===== src/hdl/bcc_pkg.sv =====
// Shared types, widths and codes of the banded confusion counter.
package bcc_pkg;

  localparam int VAL_W       = 16;  // Q1.15 sample width
  localparam int RATE_W      = 17;  // Q1.16 band step, 65536 = 1.0
  localparam int NB_W        = 5;   // band count register width
  localparam int BAND_W      = 5;   // band index width
  localparam int NUM_MIDDLES = 4;
  localparam int DIM_W       = 2;
  localparam int OC_W        = 2;
  localparam int CFG_IDX_W   = 3;
  localparam int CFG_DATA_W  = 32;
  localparam int OUT_CNT_W   = 32;
  localparam int PROD_W      = 34;  // distance times rate
  localparam int CMP_W       = 40;  // margin compare width, scaled by 2^16

  localparam logic [RATE_W-1:0] RATE_RESET = 17'h10000;
  localparam logic [NB_W-1:0]   NB_RESET   = 5'd1;

  typedef enum logic [OC_W-1:0] {
    OC_TN = 2'd0,
    OC_FN = 2'd1,
    OC_FP = 2'd2,
    OC_TP = 2'd3
  } outcome_e;

  typedef enum logic [CFG_IDX_W-1:0] {
    REG_BAND_RATE = 3'd0,
    REG_NUM_BANDS = 3'd1,
    REG_MIDDLE_0  = 3'd2,
    REG_MIDDLE_1  = 3'd3,
    REG_MIDDLE_2  = 3'd4,
    REG_MIDDLE_3  = 3'd5
  } cfg_reg_e;

  typedef enum logic [3:0] {
    ST_INIT,
    ST_IDLE,
    ST_CLEAR,
    ST_CLR_OUT,
    ST_PREP,
    ST_MUL,
    ST_SEARCH,
    ST_READ,
    ST_UPDATE
  } bcc_state_e;

  typedef struct packed {
    logic capture;   // latch the accepted request
    logic sweep;     // zero one counter entry and advance
    logic prep;      // classify and set up margin bounds
    logic mul;       // form one band step
    logic search;    // test the next band
    logic rd;        // read the selected counter
    logic upd;       // write back and load the result
    logic zero_out;  // load an all-zero result
  } bcc_cmd_t;

  typedef struct packed {
    logic sweep_last;
    logic search_done;
  } bcc_sts_t;

endpackage


===== src/hdl/bcc_ctrl.sv =====
// Sequencer of the banded confusion counter.
module bcc_ctrl import bcc_pkg::*; (
  input  logic     clk_i,
  input  logic     rst_ni,
  input  logic     in_valid_i,
  input  logic     in_mode_i,
  output logic     in_ready_o,
  output logic     out_valid_o,
  input  logic     out_ready_i,
  input  bcc_sts_t sts_i,
  output bcc_cmd_t cmd_o
);

  bcc_state_e state_q, state_d;
  logic       out_valid_q, out_valid_d;
  logic       out_free;
  logic       in_fire;

  assign out_free = !out_valid_q || out_ready_i;
  assign in_fire  = in_valid_i && (state_q == ST_IDLE);

  always_comb begin
    state_d = state_q;
    unique case (state_q)
      ST_INIT:    if (sts_i.sweep_last) state_d = ST_IDLE;
      ST_IDLE:    if (in_fire) state_d = in_mode_i ? ST_CLEAR : ST_PREP;
      ST_CLEAR:   if (sts_i.sweep_last) state_d = ST_CLR_OUT;
      ST_CLR_OUT: if (out_free) state_d = ST_IDLE;
      ST_PREP:    state_d = ST_MUL;
      ST_MUL:     state_d = ST_SEARCH;
      ST_SEARCH:  if (sts_i.search_done) state_d = ST_READ;
      ST_READ:    state_d = ST_UPDATE;
      ST_UPDATE:  if (out_free) state_d = ST_IDLE;
      default:    state_d = ST_INIT;
    endcase
  end

  always_comb begin
    cmd_o       = '0;
    in_ready_o  = 1'b0;
    out_valid_d = out_valid_q && !out_ready_i;
    unique case (state_q)
      ST_INIT:    cmd_o.sweep = 1'b1;
      ST_IDLE: begin
        in_ready_o    = 1'b1;
        cmd_o.capture = in_fire;
      end
      ST_CLEAR:   cmd_o.sweep = 1'b1;
      ST_CLR_OUT: begin
        cmd_o.zero_out = out_free;
        if (out_free) out_valid_d = 1'b1;
      end
      ST_PREP:    cmd_o.prep = 1'b1;
      ST_MUL:     cmd_o.mul = 1'b1;
      ST_SEARCH:  cmd_o.search = 1'b1;
      ST_READ:    cmd_o.rd = 1'b1;
      ST_UPDATE: begin
        cmd_o.upd = out_free;
        if (out_free) out_valid_d = 1'b1;
      end
      default: ;
    endcase
  end

  assign out_valid_o = out_valid_q;

  always_ff @(posedge clk_i or negedge rst_ni) begin
    if (!rst_ni) begin
      state_q     <= ST_INIT;
      out_valid_q <= 1'b0;
    end else begin
      state_q     <= state_d;
      out_valid_q <= out_valid_d;
    end
  end

endmodule


===== config.mk =====
export PLATFORM = sky130hd
export DESIGN_NAME = bcc_ctrl
export DESIGN_NICKNAME = d
export VERILOG_FILES = /design/src/hdl/bcc_pkg.sv /design/src/hdl/bcc_ctrl.sv
export SDC_FILE = /design/constraint.sdc
export NUM_CORES = 1
export LEC_CHECK = 0
export ABC_AREA = 1
export BUFFER_PORTS_ARGS = -buffer_cell sky130_fd_sc_hd__buf_4
export CELL_PAD_IN_SITES_DETAIL_PLACEMENT = 1
export CELL_PAD_IN_SITES_GLOBAL_PLACEMENT = 2
export CORE_MARGIN = 4
export CORE_UTILIZATION = 21
export CTS_BUF_LIST = sky130_fd_sc_hd__clkbuf_16
export DETAILED_ROUTE_END_ITERATION = 6
export PLACE_DENSITY_LB_ADDON = 0.2
export RECOVER_POWER = 25
export SLEW_MARGIN = 20
export SYNTH_ARGS = -nofsm -noshare
export SYNTH_HDL_FRONTEND = slang
export SYNTH_SLANG_ARGS = --single-unit

===== constraint.sdc =====
create_clock -name clk_i -period 1.67 [get_ports clk_i]
set_clock_uncertainty 0.15 [all_clocks]
set_input_delay 0.167 -clock clk_i [delete_from_list [all_inputs] [get_ports clk_i]]
set_output_delay 0.167 -clock clk_i [all_outputs]
set_load 0.005 [all_outputs]

# ---- Word-level counts from Yosys, hierarchy flattened
# Cells that the tools add are included.
dict set report totals {
  elab_cells 42
  out_inout_bits 10
  regBits 5
  latch_bits 0
  input_bits 7
  ram_bits 0
  mem_count 0
  rom_bits 0
}
dict set report op_classes {
  n_mux 18
  bitwise_logic 0
  magnitude_cmp 0
  n_div 0
  n_shift 0
  eq_ne 13
  n_reduce_logical 9
  addsub 0
  mul 0
}
# cell count
set op_table {}
lappend op_table {{one-hot mux 4 bit (8 select lines)} 1}
lappend op_table {{two-way mux 4 bit} 5}
lappend op_table {{== test 4 x 3 -> 1 bit, second input constant} 4}
lappend op_table {{two-way mux 1 bit} 11}
lappend op_table {{== test 4 x 2 -> 1 bit, second input constant} 2}
lappend op_table {{!= test 2 bit, second input constant} 4}
lappend op_table {{AND reduction 5 bit} 1}
lappend op_table {{== test 4 x 1 -> 1 bit, second input constant} 1}
lappend op_table {{== test 4 bit, second input constant} 1}
lappend op_table {{zero test 4 bit} 1}
lappend op_table {{OR reduction 2 bit} 2}
lappend op_table {{two-way mux 3 bit} 1}
lappend op_table {{logical AND 1 bit} 2}
lappend op_table {{zero test 1 bit} 2}
lappend op_table {{!= test 2 x 1 -> 1 bit, second input constant} 1}
lappend op_table {{logical OR 1 bit} 1}

# ---- Depth between registers and ports, before layout
# Gate-level depths: netlist (run 1).
dict set report depth {
  word_depth 4
  depth_mapped 8
  depth_no_buf 8
}

# ---- Worst setup path before layout (run 1)
# OpenSTA, ideal clock, no wires.
dict set report synth_timing {
  kind {register to register}
  startpoint {register state_q[3]}
  endpoint {register state_q[0]}
  path_slack_ps 429
  period_less_slack_ps 1241
  arrival_time_ps 974
  path_buffers 0
  setup_time_ps 117
  required_time_ps 1403
  path_stages_with_launch 7
  cell_sequence {dfrtp_1 > nor2_1 > nand2_2 > nand2_2 > nand2_4 > nand3_1 > nand2_1}
}
dict set report synth_via {
  elab_chain_cells 4
  word_cells_on_any_way 18
  cone_classes {eq/ne: 13; mux: 1; reduce/logical: 4}
}
# element line
set synth_lines {}
lappend synth_lines {{start: declaration} bcc_ctrl.sv:14} ;# bcc_state_e state_q, state_d;
lappend synth_lines {{start signal: assignment} bcc_ctrl.sv:72} ;# state_q <= state_d;
lappend synth_lines {{== test 4 bit, or another cell as far along} bcc_ctrl.sv:24} ;# unique case (state_q)
lappend synth_lines {{OR reduction 2 bit (no source line) or logical AND 1 bit (tied branches)} -}
lappend synth_lines {{!= test 2 x 1 -> 1 bit (no source line) or != test 2 bit (tied branches)} -}
lappend synth_lines {{AND reduction 5 bit (no source line)} -}
# Several ways; a longest one is shown, not always the timed one.
# A chain may end at the register's enable or synchronous reset.

==> impl_metrics.csv, run 1 <==
group,metric,value,unit
worst_setup_path,crit_type,"register to output port",
floorplanning,fp.dieH,50.5,um
flow_run,drv_cap,0,
detailed_routing,vias,428,
power,powerDensity,1840,nW/um^2
timing,grt_setup_unrepaired,"no",
timing,tightestPinTransition,328,ps
floorplanning,initial_utilization,22.0,%
timing,maxSlewHeadroom,78.0,%
logic_synthesis,ys_ff_latch,5,
timing,fin_tns_setup,0,ps
timing,fin_crit_sh,91.5,%
global_routing,grt_pass1_vias,446,
place,post_dp_cell_area,531,sq um
logic_synthesis,synth.top_cell.area_share,33.0,%
worst_setup_path,crit_family,"flip-flops",
floorplanning,die-area,2550,sq um
final_layout,area_growth,63.4,%
clock_tree,cts_buffers,3,
clock_tree,root_buffer,"clkbuf_16",
worst_setup_path,worstSetupEndpointType,"output port",
detailed_routing,avgViaCountPerCell,4.00,
global_routing,grt_max_degree,7,
timing,slew_violations,0,
worst_setup_path,cp_num_buf_inv,1,
worst_setup_path,rrSetupSlack,250,ps
clock_tree,cts_sinks,5,
detailed_routing,ant_nets,0,
final_layout,diodes,0,
worst_setup_path,crit_path_start_kind,"register",
place,gp_congestion,0.684,
detailed_routing,drt-total-wl,1120,um
clock_tree,htreeDepth,1,
worst_setup_path,crit_chain,"nor2_2 > nand2_1 > nor2_1 > buf_4",
global_routing,grt_pass1_wl,1940,um
place,post-dp-hpwl,920,um
floorplanning,core,1730,sq um
timing,post-route-min-period,1530,ps
timing,setup_viol,0,
detailed_routing,dr.first_iter.drc_count,5,
place,io_buffers,16,
global_routing,antenna_found_initial,0,
detailed_routing,drc,0,
floorplanning,io_pins,17,
logic_synthesis,synthesis.nets,68,
detailed_routing,drtPass1Iterations,4,
power,switchingPower,0.000435,W
logic_synthesis,synth.cell_area,379,sq um
worst_hold_path,hp-class,"primary input to register",
logic_synthesis,ys_seq_area_share,33.0,%
clock_tree,path_clk_slew,40,ps
worst_hold_path,hold_path.startpoint,"sts_i[0]",
logic_synthesis,ys_top_cells_by_area,"dfrtp_1, nand2_1, inv_1, nor2_1, nand3_1",
final_layout,fin_area,619,sq um
status,status,"finished clean",
logic_synthesis,synth_top_area_cell,"dfrtp_1",
power,seqPwrFrac,20.3,%
timing,timing.fmax,0.654,GHz
final_layout,utilization,35.9,%
worst_setup_path,r2r_start,"state_q[2]",
floorplanning,die_w,50.5,um
worst_hold_path,whs_endpoint,"state_q[2]",
timing,hold_violations,0,
power,p_clk_share,34.3,%
clock_tree,cts_buffer_depth,2,
power,pwr-share-comb,45.5,%
worst_setup_path,reg2regPathDepth,8,
power,total_leakage_power,0.373,nW
power,p_sw_share,38.2,%
clock_tree,cts_tree,"yes",
global_routing,grt_overflow,0,
detailed_routing,wire_per_inst,10.5,um
floorplanning,row_count,15,
power,ir_drop,617,uV
logic_synthesis,avgSynthCellArea,6.21,sq um
worst_setup_path,worstPathArrival,1210,ps
logic_synthesis,syn_inst,61,
worst_setup_path,reg2reg_to,"state_q[1]",
worst_hold_path,hold-path-cell-count,4,
worst_setup_path,slowest_delay,450,ps
worst_setup_path,crit_required,1350,ps
final_layout,nets,90,
global_routing,grt.total_usage,10.3,%
worst_setup_path,crit_fanout,6,
logic_synthesis,yosys.cell_types.count,13,
worst_setup_path,cp_slowest_cell,"dfrtp_1",
clock_tree,post_cts_buffers,0,
clock_tree,clk_latency,230,ps
logic_synthesis,yosysWarningCount,0,
final_layout,drive_gt1_share,34.1,%
power,p_int,0.000704,W
-- logic make-up after synthesis --
kind of cell / after synthesis / share of synthesized area (%)
buf+inv: 13 / 12.9
flops: 5 / 33.0
compound gates: 1 / 1.65
simple gates: 42 / 52.5
-- cell type report --
class	instances	area, sq um
Fill cell	236	1110
Timing Repair Buffer	17	126
Sequential cell	5	126
Multi-Input combinational cell	43	208
Clock buffer	3	75.1
Tap cell	25	31.3
Inverter	13	48.8
Clock inverter	1	3.75
-- flip-flops by register name, summed over array words and instances, names as in the netlist --
| name | cells |
|---|---|
| state_q | 4 |
| out_valid_o | 1 |
-- worst register-to-register path: cells and delay by family (launching register included) --
kind,cells,cell delay (ps)
flops,1,410
simple gates,7,640
buf+inv,1,120
-- placed cells by master, fill, tap and decap left out --
| cell type | instances |
|---|---|
| clkbuf_16 | 3 |
| clkbuf_1 | 1 |
| nand2_1 | 14 |
| nand3_1 | 7 |
| nand4_1 | 1 |
| nand2_2 | 3 |
| or2_2 | 1 |
| inv_1 | 14 |
| nand3b_1 | 1 |
| dfrtp_2 | 1 |
| buf_4 | 15 |
| nand2_4 | 1 |
| nor3_1 | 1 |
| dfrtp_1 | 4 |
| nor2_1 | 9 |
| dlygate4sd3_1 | 1 |
| nor2_2 | 4 |
| o22ai_1 | 1 |
-- through the flow --
step | total power, W | worst slack, ps | hold WS, ps | std cells
after global placement | 0.000747 | 230 | -180 | 102
final | 0.00114 | 142 | 29.3 | 107
after global routing | 0.00124 | 55.3 | 48.7 | 107
after detailed placement | 0.000745 | 214 | -176 | 102
after CTS | 0.00115 | 41.5 | 32.1 | 107
after floorplan | 0.000537 | 429 | -279 | 61
-- layer usage --
layer	vias to the layer above	routed length (um)	track usage, %
met2	11	574	17.0
met1	191	500	11.7
met4	0	0	5.38
met5	-	0	0
li1	226	-	-
met3	0	47	3.56
-- synthesized netlist by cell type --
cell type,instances
dfrtp_1,5
inv_1,13
nand2_1,14
nand2_2,3
nand2_4,1
nand3_1,7
nand3b_1,1
nand4_1,1
nor2_1,10
nor2_2,3
nor3_1,1
o22ai_1,1
or2_2,1
-- power groups by stage --
stage	sequential [W]	clock [W]	combinational, W
after floorplan	0.000213	0	0.000324
after global placement	0.000235	0	0.000512
after detailed placement	0.000229	0	0.000516
after CTS	0.000228	0.000394	0.000524
after global routing	0.000243	0.000404	0.000596
final	0.000231	0.000390	0.000518
-- worst max-delay path by stage --
| stage | startpoint | end | slack, ps | cells after the start |
|---|---|---|---|---|
| 2_1_floorplan | state_q[3] | state_q[0] | 430 | 6 |
| 3_3_place_gp | state_q[3] | state_q[2] | 230 | 6 |
| 3_5_place_dp | state_q[3] | state_q[1] | 210 | 6 |
| 4_1_cts | state_q[3] | cmd_o[7] | 40 | 4 |
| 5_1_grt | state_q[3] | cmd_o[7] | 60 | 4 |
| 6_report | state_q[3] | cmd_o[7] | 140 | 4 |
-- timing repair --
item | in CTS | in global routing
hold buffers | 1 | 0
resized for setup | 0 | 2
setup endpoints to repair | 0 | 3
endpoints found under the hold margin | 5 | 0
Power figures use the tool's default switching activity.
==> run 2, diff against run 1 <==
--- a/config.mk
+++ b/config.mk
@@ -7,10 +7,10 @@
 export LEC_CHECK = 0
 export ABC_AREA = 1
 export BUFFER_PORTS_ARGS = -buffer_cell sky130_fd_sc_hd__buf_4
-export CELL_PAD_IN_SITES_DETAIL_PLACEMENT = 1
-export CELL_PAD_IN_SITES_GLOBAL_PLACEMENT = 2
+export CELL_PAD_IN_SITES_DETAIL_PLACEMENT = 0
+export CELL_PAD_IN_SITES_GLOBAL_PLACEMENT = 1
 export CORE_MARGIN = 4
-export CORE_UTILIZATION = 21
+export CORE_UTILIZATION = 28
 export CTS_BUF_LIST = sky130_fd_sc_hd__clkbuf_16
 export DETAILED_ROUTE_END_ITERATION = 6
 export PLACE_DENSITY_LB_ADDON = 0.2
==> impl_metrics.csv, run 2 (synthesis results as in run 1) <==
group,metric,value,unit
floorplanning,initial_utilization,32.0,%
global_routing,grt_pass1_wl,1610,um
global_routing,grt.total_usage,10.7,%
detailed_routing,ant_nets,0,
place,gp_congestion,0.793,
timing,fin_ws,145,ps
power,powerDensity,1830,nW/um^2
global_routing,grt_pass1_vias,402,
timing,setup_viol,0,
final_layout,seq_area,125,sq um
place,io_buffers,16,
worst_setup_path,crit_path_start_kind,"register",
timing,timing.fmax,0.656,GHz
clock_tree,htreeDepth,1,
global_routing,use_met3,5.18,%
detailed_routing,wire_per_inst,9.64,um
timing,hold_violations,0,
final_layout,area_growth,59.4,%
floorplanning,io_pins,17,
timing,fin_crit_sh,91.3,%
power,pwr-share-comb,44.7,%
power,total_leakage_power,0.374,nW
floorplanning,fp.dieH,44.8,um
power,p_int,0.000700,W
clock_tree,cts_sinks,5,
floorplanning,die-area,2010,sq um
global_routing,grt_overflow,0,
place,dp_slack,304,ps
final_layout,largest_reg_flops,4,
global_routing,grt_max_degree,7,
power,p_total,0.00111,W
timing,post-route-min-period,1530,ps
clock_tree,path_clk_slew,30,ps
worst_setup_path,worstSetupEndpointType,"output port",
final_layout,diodes,0,
final_layout,multi_input_area,208,sq um
floorplanning,row_count,12,
timing,slew_violations,0,
worst_setup_path,crit_fanout,6,
worst_setup_path,crit_type,"register to output port",
clock_tree,cts_tree,"yes",
final_layout,top_register,"state_q",
timing,whs,38.5,ps
power,switchingPower,0.000408,W
final_layout,final_cell_mix,"buf_4, nand2_1, inv_1",
clock_tree,clk_latency,230,ps
power,seqPwrFrac,20.6,%
detailed_routing,dr.first_iter.drc_count,3,
final_layout,nets,90,
detailed_routing,drt-total-wl,925,um
detailed_routing,avgViaCountPerCell,4.36,
worst_setup_path,slowest_delay,420,ps
place,post-dp-hpwl,775,um
worst_setup_path,crit_family,"flip-flops",
detailed_routing,vias,419,
place,placedCellCount,91,
power,ir_drop,760,uV
worst_setup_path,crit_required,1350,ps
final_layout,final_common_cell,"buf_4",
worst_setup_path,cp_num_buf_inv,2,
global_routing,grt_use_met1,13.2,%
worst_setup_path,cp_slowest_cell,"dfrtp_1",
status,status,"finished clean",
timing,fin_tns_setup,0,ps
worst_setup_path,crit_chain,"inv_1 > nor2_2 > nand2_1 > nor2_1 > buf_4",
global_routing,antenna_found_initial,0,
floorplanning,core,1190,sq um
worst_setup_path,worstPathArrival,1210,ps
final_layout,nFillCells,132,
clock_tree,post_cts_buffers,0,
detailed_routing,drc,0,
power,p_sw_share,36.8,%
clock_tree,cts_buffer_depth,2,
final_layout,drive_gt1_share,32.9,%
final_layout,layout.cells.non_filler,96,
worst_hold_path,hp-class,"primary input to register",
clock_tree,root_buffer,"clkbuf_16",
power,p_clk_share,34.7,%
detailed_routing,drtPass1Iterations,3,
floorplanning,die_w,44.8,um
timing,grt_setup_unrepaired,"no",
timing,maxSlewHeadroom,78.2,%
global_routing,grt_use_met2,16.3,%
global_routing,top_usage_layer,"met2",
clock_tree,cts_buffers,3,
flow_run,drv_cap,0,
timing,tightestPinTransition,326,ps
-- run 2: final timing paths --
path | start | depth (start not counted) | end | slack [ps]
max in group asynchronous | rst_ni | 2 | state_q[2] | 980
worst max-delay path | state_q[0] | 5 | cmd_o[7] | 140
worst min register to register | state_q[1] | 2 | state_q[1] | 430
min in group asynchronous | rst_ni | 2 | state_q[3] | 180
worst min-delay path | sts_i[0] | 4 | state_q[2] | 40
worst max register to register | state_q[2] | 8 | state_q[1] | 280
-- run 2: final cells by class --
cell class                 instances  share of cell area, %
multi-input combinational         43                   34.4
timing repair buffer              17                   20.9
tap                               14                   2.90
clock buffer                       3                   12.4
inverter                          13                   8.07
clock inverter                     1                  0.621
sequential                         5                   20.7
-- run 2: metal layers --
metal	part of all wire, %	up-vias
met3	6.9	0
met4	0	0
met1	46	179
met5	0	-
li1	-	227
met2	47	13
-- run 2: worst register-to-register path, cell delays in order (launching register included) --
cell	delay, ps
dfrtp_1	420
inv_1	110
nor2_1	60
nand2_1	100
nor2_2	50
nor2_2	190
nand2_2	80
nand2_1	70
nand2_1	50
-- run 2: power by group through the flow --
stage,logic [W],clock network (W),registers (W)
after CTS,0.000502,0.000390,0.000225
after global routing,0.000563,0.000400,0.000239
final,0.000495,0.000385,0.000228
after global placement,0.000509,0,0.000227
after detailed placement,0.000499,0,0.000224
after floorplan,0.000324,0,0.000213
-- run 2: timing repair --
action                                 4_1_cts  5_1_grt
setup endpoints to repair                    0        2
endpoints found under the hold margin        5        0
gates resized for setup                      0        1
hold buffers                                 1        0
-- run 2: through the flow --
| stage | util [%] | instance area [sq um] |
|---|---|---|
| final | 50.9 | 604 |
| after global routing | 50.9 | 604 |
| after CTS | 51.1 | 606 |
| after detailed placement | 43.6 | 517 |
| after global placement | 43.6 | 517 |
| after floorplan | - | 379 |
==> run 3, diff against run 2 <==
--- a/config.mk
+++ b/config.mk
@@ -9,7 +9,6 @@
 export BUFFER_PORTS_ARGS = -buffer_cell sky130_fd_sc_hd__buf_4
 export CELL_PAD_IN_SITES_DETAIL_PLACEMENT = 0
 export CELL_PAD_IN_SITES_GLOBAL_PLACEMENT = 1
-export CORE_MARGIN = 4
 export CORE_UTILIZATION = 28
 export CTS_BUF_LIST = sky130_fd_sc_hd__clkbuf_16
 export DETAILED_ROUTE_END_ITERATION = 6
==> impl_metrics.csv, run 3 (synthesis results as in run 1) <==
group,metric,value,unit
place,placedCellCount,91,
worst_setup_path,cp_slowest_cell,"dfrtp_1",
worst_hold_path,hold_path.startpoint,"sts_i[0]",
detailed_routing,wire_per_inst,9.70,um
floorplanning,core,1190,sq um
worst_setup_path,cp_num_buf_inv,2,
status,status,"finished clean",
power,seqPwrFrac,20.5,%
power,p_int,0.000701,W
clock_tree,clk_latency,230,ps
global_routing,grt_overflow,0,
timing,fin_ws,128,ps
place,io_buffers,16,
final_layout,layout.cells.non_filler,96,
global_routing,grt.total_usage,17.7,%
worst_setup_path,crit_required,1350,ps
worst_setup_path,crit_path_start_kind,"register",
clock_tree,cts_tree,"yes",
timing,hold_violations,0,
detailed_routing,ant_nets,0,
final_layout,largest_reg_flops,4,
clock_tree,cts_buffer_depth,2,
worst_setup_path,slowest_delay,420,ps
timing,fin_tns_setup,0,ps
global_routing,grt_pass1_wl,1660,um
worst_setup_path,r2r_start,"state_q[1]",
global_routing,antenna_found_initial,0,
final_layout,drive_gt1_share,32.9,%
timing,slew_violations,0,
detailed_routing,dr.first_iter.drc_count,5,
clock_tree,htreeDepth,1,
timing,whs,29.6,ps
clock_tree,root_buffer,"clkbuf_16",
power,total_leakage_power,0.374,nW
detailed_routing,drt-total-wl,931,um
worst_hold_path,hold-path-cell-count,4,
global_routing,top_usage_layer,"met2",
worst_setup_path,rrSetupSlack,310,ps
detailed_routing,avgViaCountPerCell,4.47,
final_layout,nFillCells,142,
timing,tightestPinTransition,324,ps
floorplanning,die_w,38.8,um
detailed_routing,drc,0,
global_routing,grt_max_degree,7,
floorplanning,initial_utilization,32.0,%
worst_setup_path,worstSetupEndpointType,"output port",
clock_tree,cts_sinks,5,
timing,timing.fmax,0.649,GHz
clock_tree,path_clk_slew,30,ps
worst_setup_path,crit_fanout,6,
global_routing,grt_use_met2,25.8,%
floorplanning,row_count,12,
global_routing,use_met3,10.4,%
final_layout,top_register,"state_q",
power,p_clk_share,34.8,%
worst_setup_path,crit_family,"flip-flops",
final_layout,final_common_cell,"buf_4",
place,gp_congestion,0.784,
place,post-dp-hpwl,709,um
worst_setup_path,worstPathArrival,1220,ps
worst_hold_path,hp-class,"primary input to register",
clock_tree,post_cts_buffers,0,
floorplanning,fp.dieH,38.8,um
worst_setup_path,crit_chain,"inv_1 > nor2_2 > nand2_1 > nor2_1 > buf_4",
final_layout,utilization,50.9,%
timing,post-route-min-period,1540,ps
power,p_sw_share,37.2,%
power,pwr-share-comb,44.7,%
clock_tree,cts_buffers,3,
place,dp_slack,275,ps
floorplanning,io_pins,17,
floorplanning,die-area,1510,sq um
final_layout,final_cell_mix,"buf_4, nand2_1, inv_1",
final_layout,area_growth,59.4,%
worst_setup_path,crit_type,"register to output port",
worst_hold_path,whs_endpoint,"state_q[2]",
worst_setup_path,reg2reg_to,"state_q[1]",
timing,grt_setup_unrepaired,"no",
power,powerDensity,1850,nW/um^2
worst_setup_path,reg2regPathDepth,8,
detailed_routing,vias,429,
detailed_routing,drtPass1Iterations,3,
timing,maxSlewHeadroom,78.3,%
final_layout,diodes,0,
power,switchingPower,0.000415,W
final_layout,nets,90,
power,ir_drop,824,uV
global_routing,grt_pass1_vias,401,
timing,fin_crit_sh,92.3,%
flow_run,drv_cap,0,
global_routing,grt_use_met1,19.6,%
timing,setup_viol,0,
run 3: cell counts in the layout (fill, tap and decap cells not counted):
No cell type changed its count.
run 3: how the worst max path moves through the flow:
stage	to	cells after the start	start	slack (ps)
after floorplan	state_q[0]	6	state_q[3]	430
after global placement	state_q[0]	7	state_q[3]	250
after detailed placement	state_q[1]	7	state_q[3]	270
after CTS	cmd_o[7]	4	state_q[3]	50
after global routing	cmd_o[7]	5	state_q[0]	9
final	cmd_o[7]	5	state_q[0]	130
run 3: layer usage:
layer / routed length [um] / up-vias
met4: 17 / 0
met2: 456 / 13
met3: 60 / 2
met5: 0 / -
met1: 397 / 187
li1: - / 227
run 3: power by group through the flow:
stage          Clock [W]  Sequential [W]  Combinational [W]
2_1_floorplan          0        0.000213           0.000324
4_1_cts         0.000398        0.000227           0.000505
5_1_grt         0.000410        0.000239           0.000574
3_3_place_gp           0        0.000231           0.000507
6_report        0.000388        0.000229           0.000498
3_5_place_dp           0        0.000226           0.000498
run 3: through the flow:
stage / area [sq um] / total power (W)
floorplan: 379 / 0.000537
global placement: 517 / 0.000738
detailed placement: 517 / 0.000724
CTS: 606 / 0.00113
global route: 604 / 0.00122
finish: 604 / 0.00112
run 3: what timing repair did:
item                                    CTS  global route
gates resized for setup                   0             1
endpoints found under the setup margin    0             2
endpoints found under the hold margin     5             0
hold buffers                              1             0
run 3: worst min-delay path: stages:
cell     delay [ps]
buf_4            80
nor2_2           40
inv_1            40
nand2_1          40
run 3: area by class of cell:
type / instances / area [sq um] / area share [%]
Timing Repair Buffer: 17 / 126 / 20.9
Inverter: 13 / 48.8 / 8.07
Clock inverter: 1 / 3.75 / 0.621
Multi-Input combinational cell: 43 / 208 / 34.4
Clock buffer: 3 / 75.1 / 12.4
Sequential cell: 5 / 125 / 20.7
Tap cell: 14 / 17.5 / 2.90
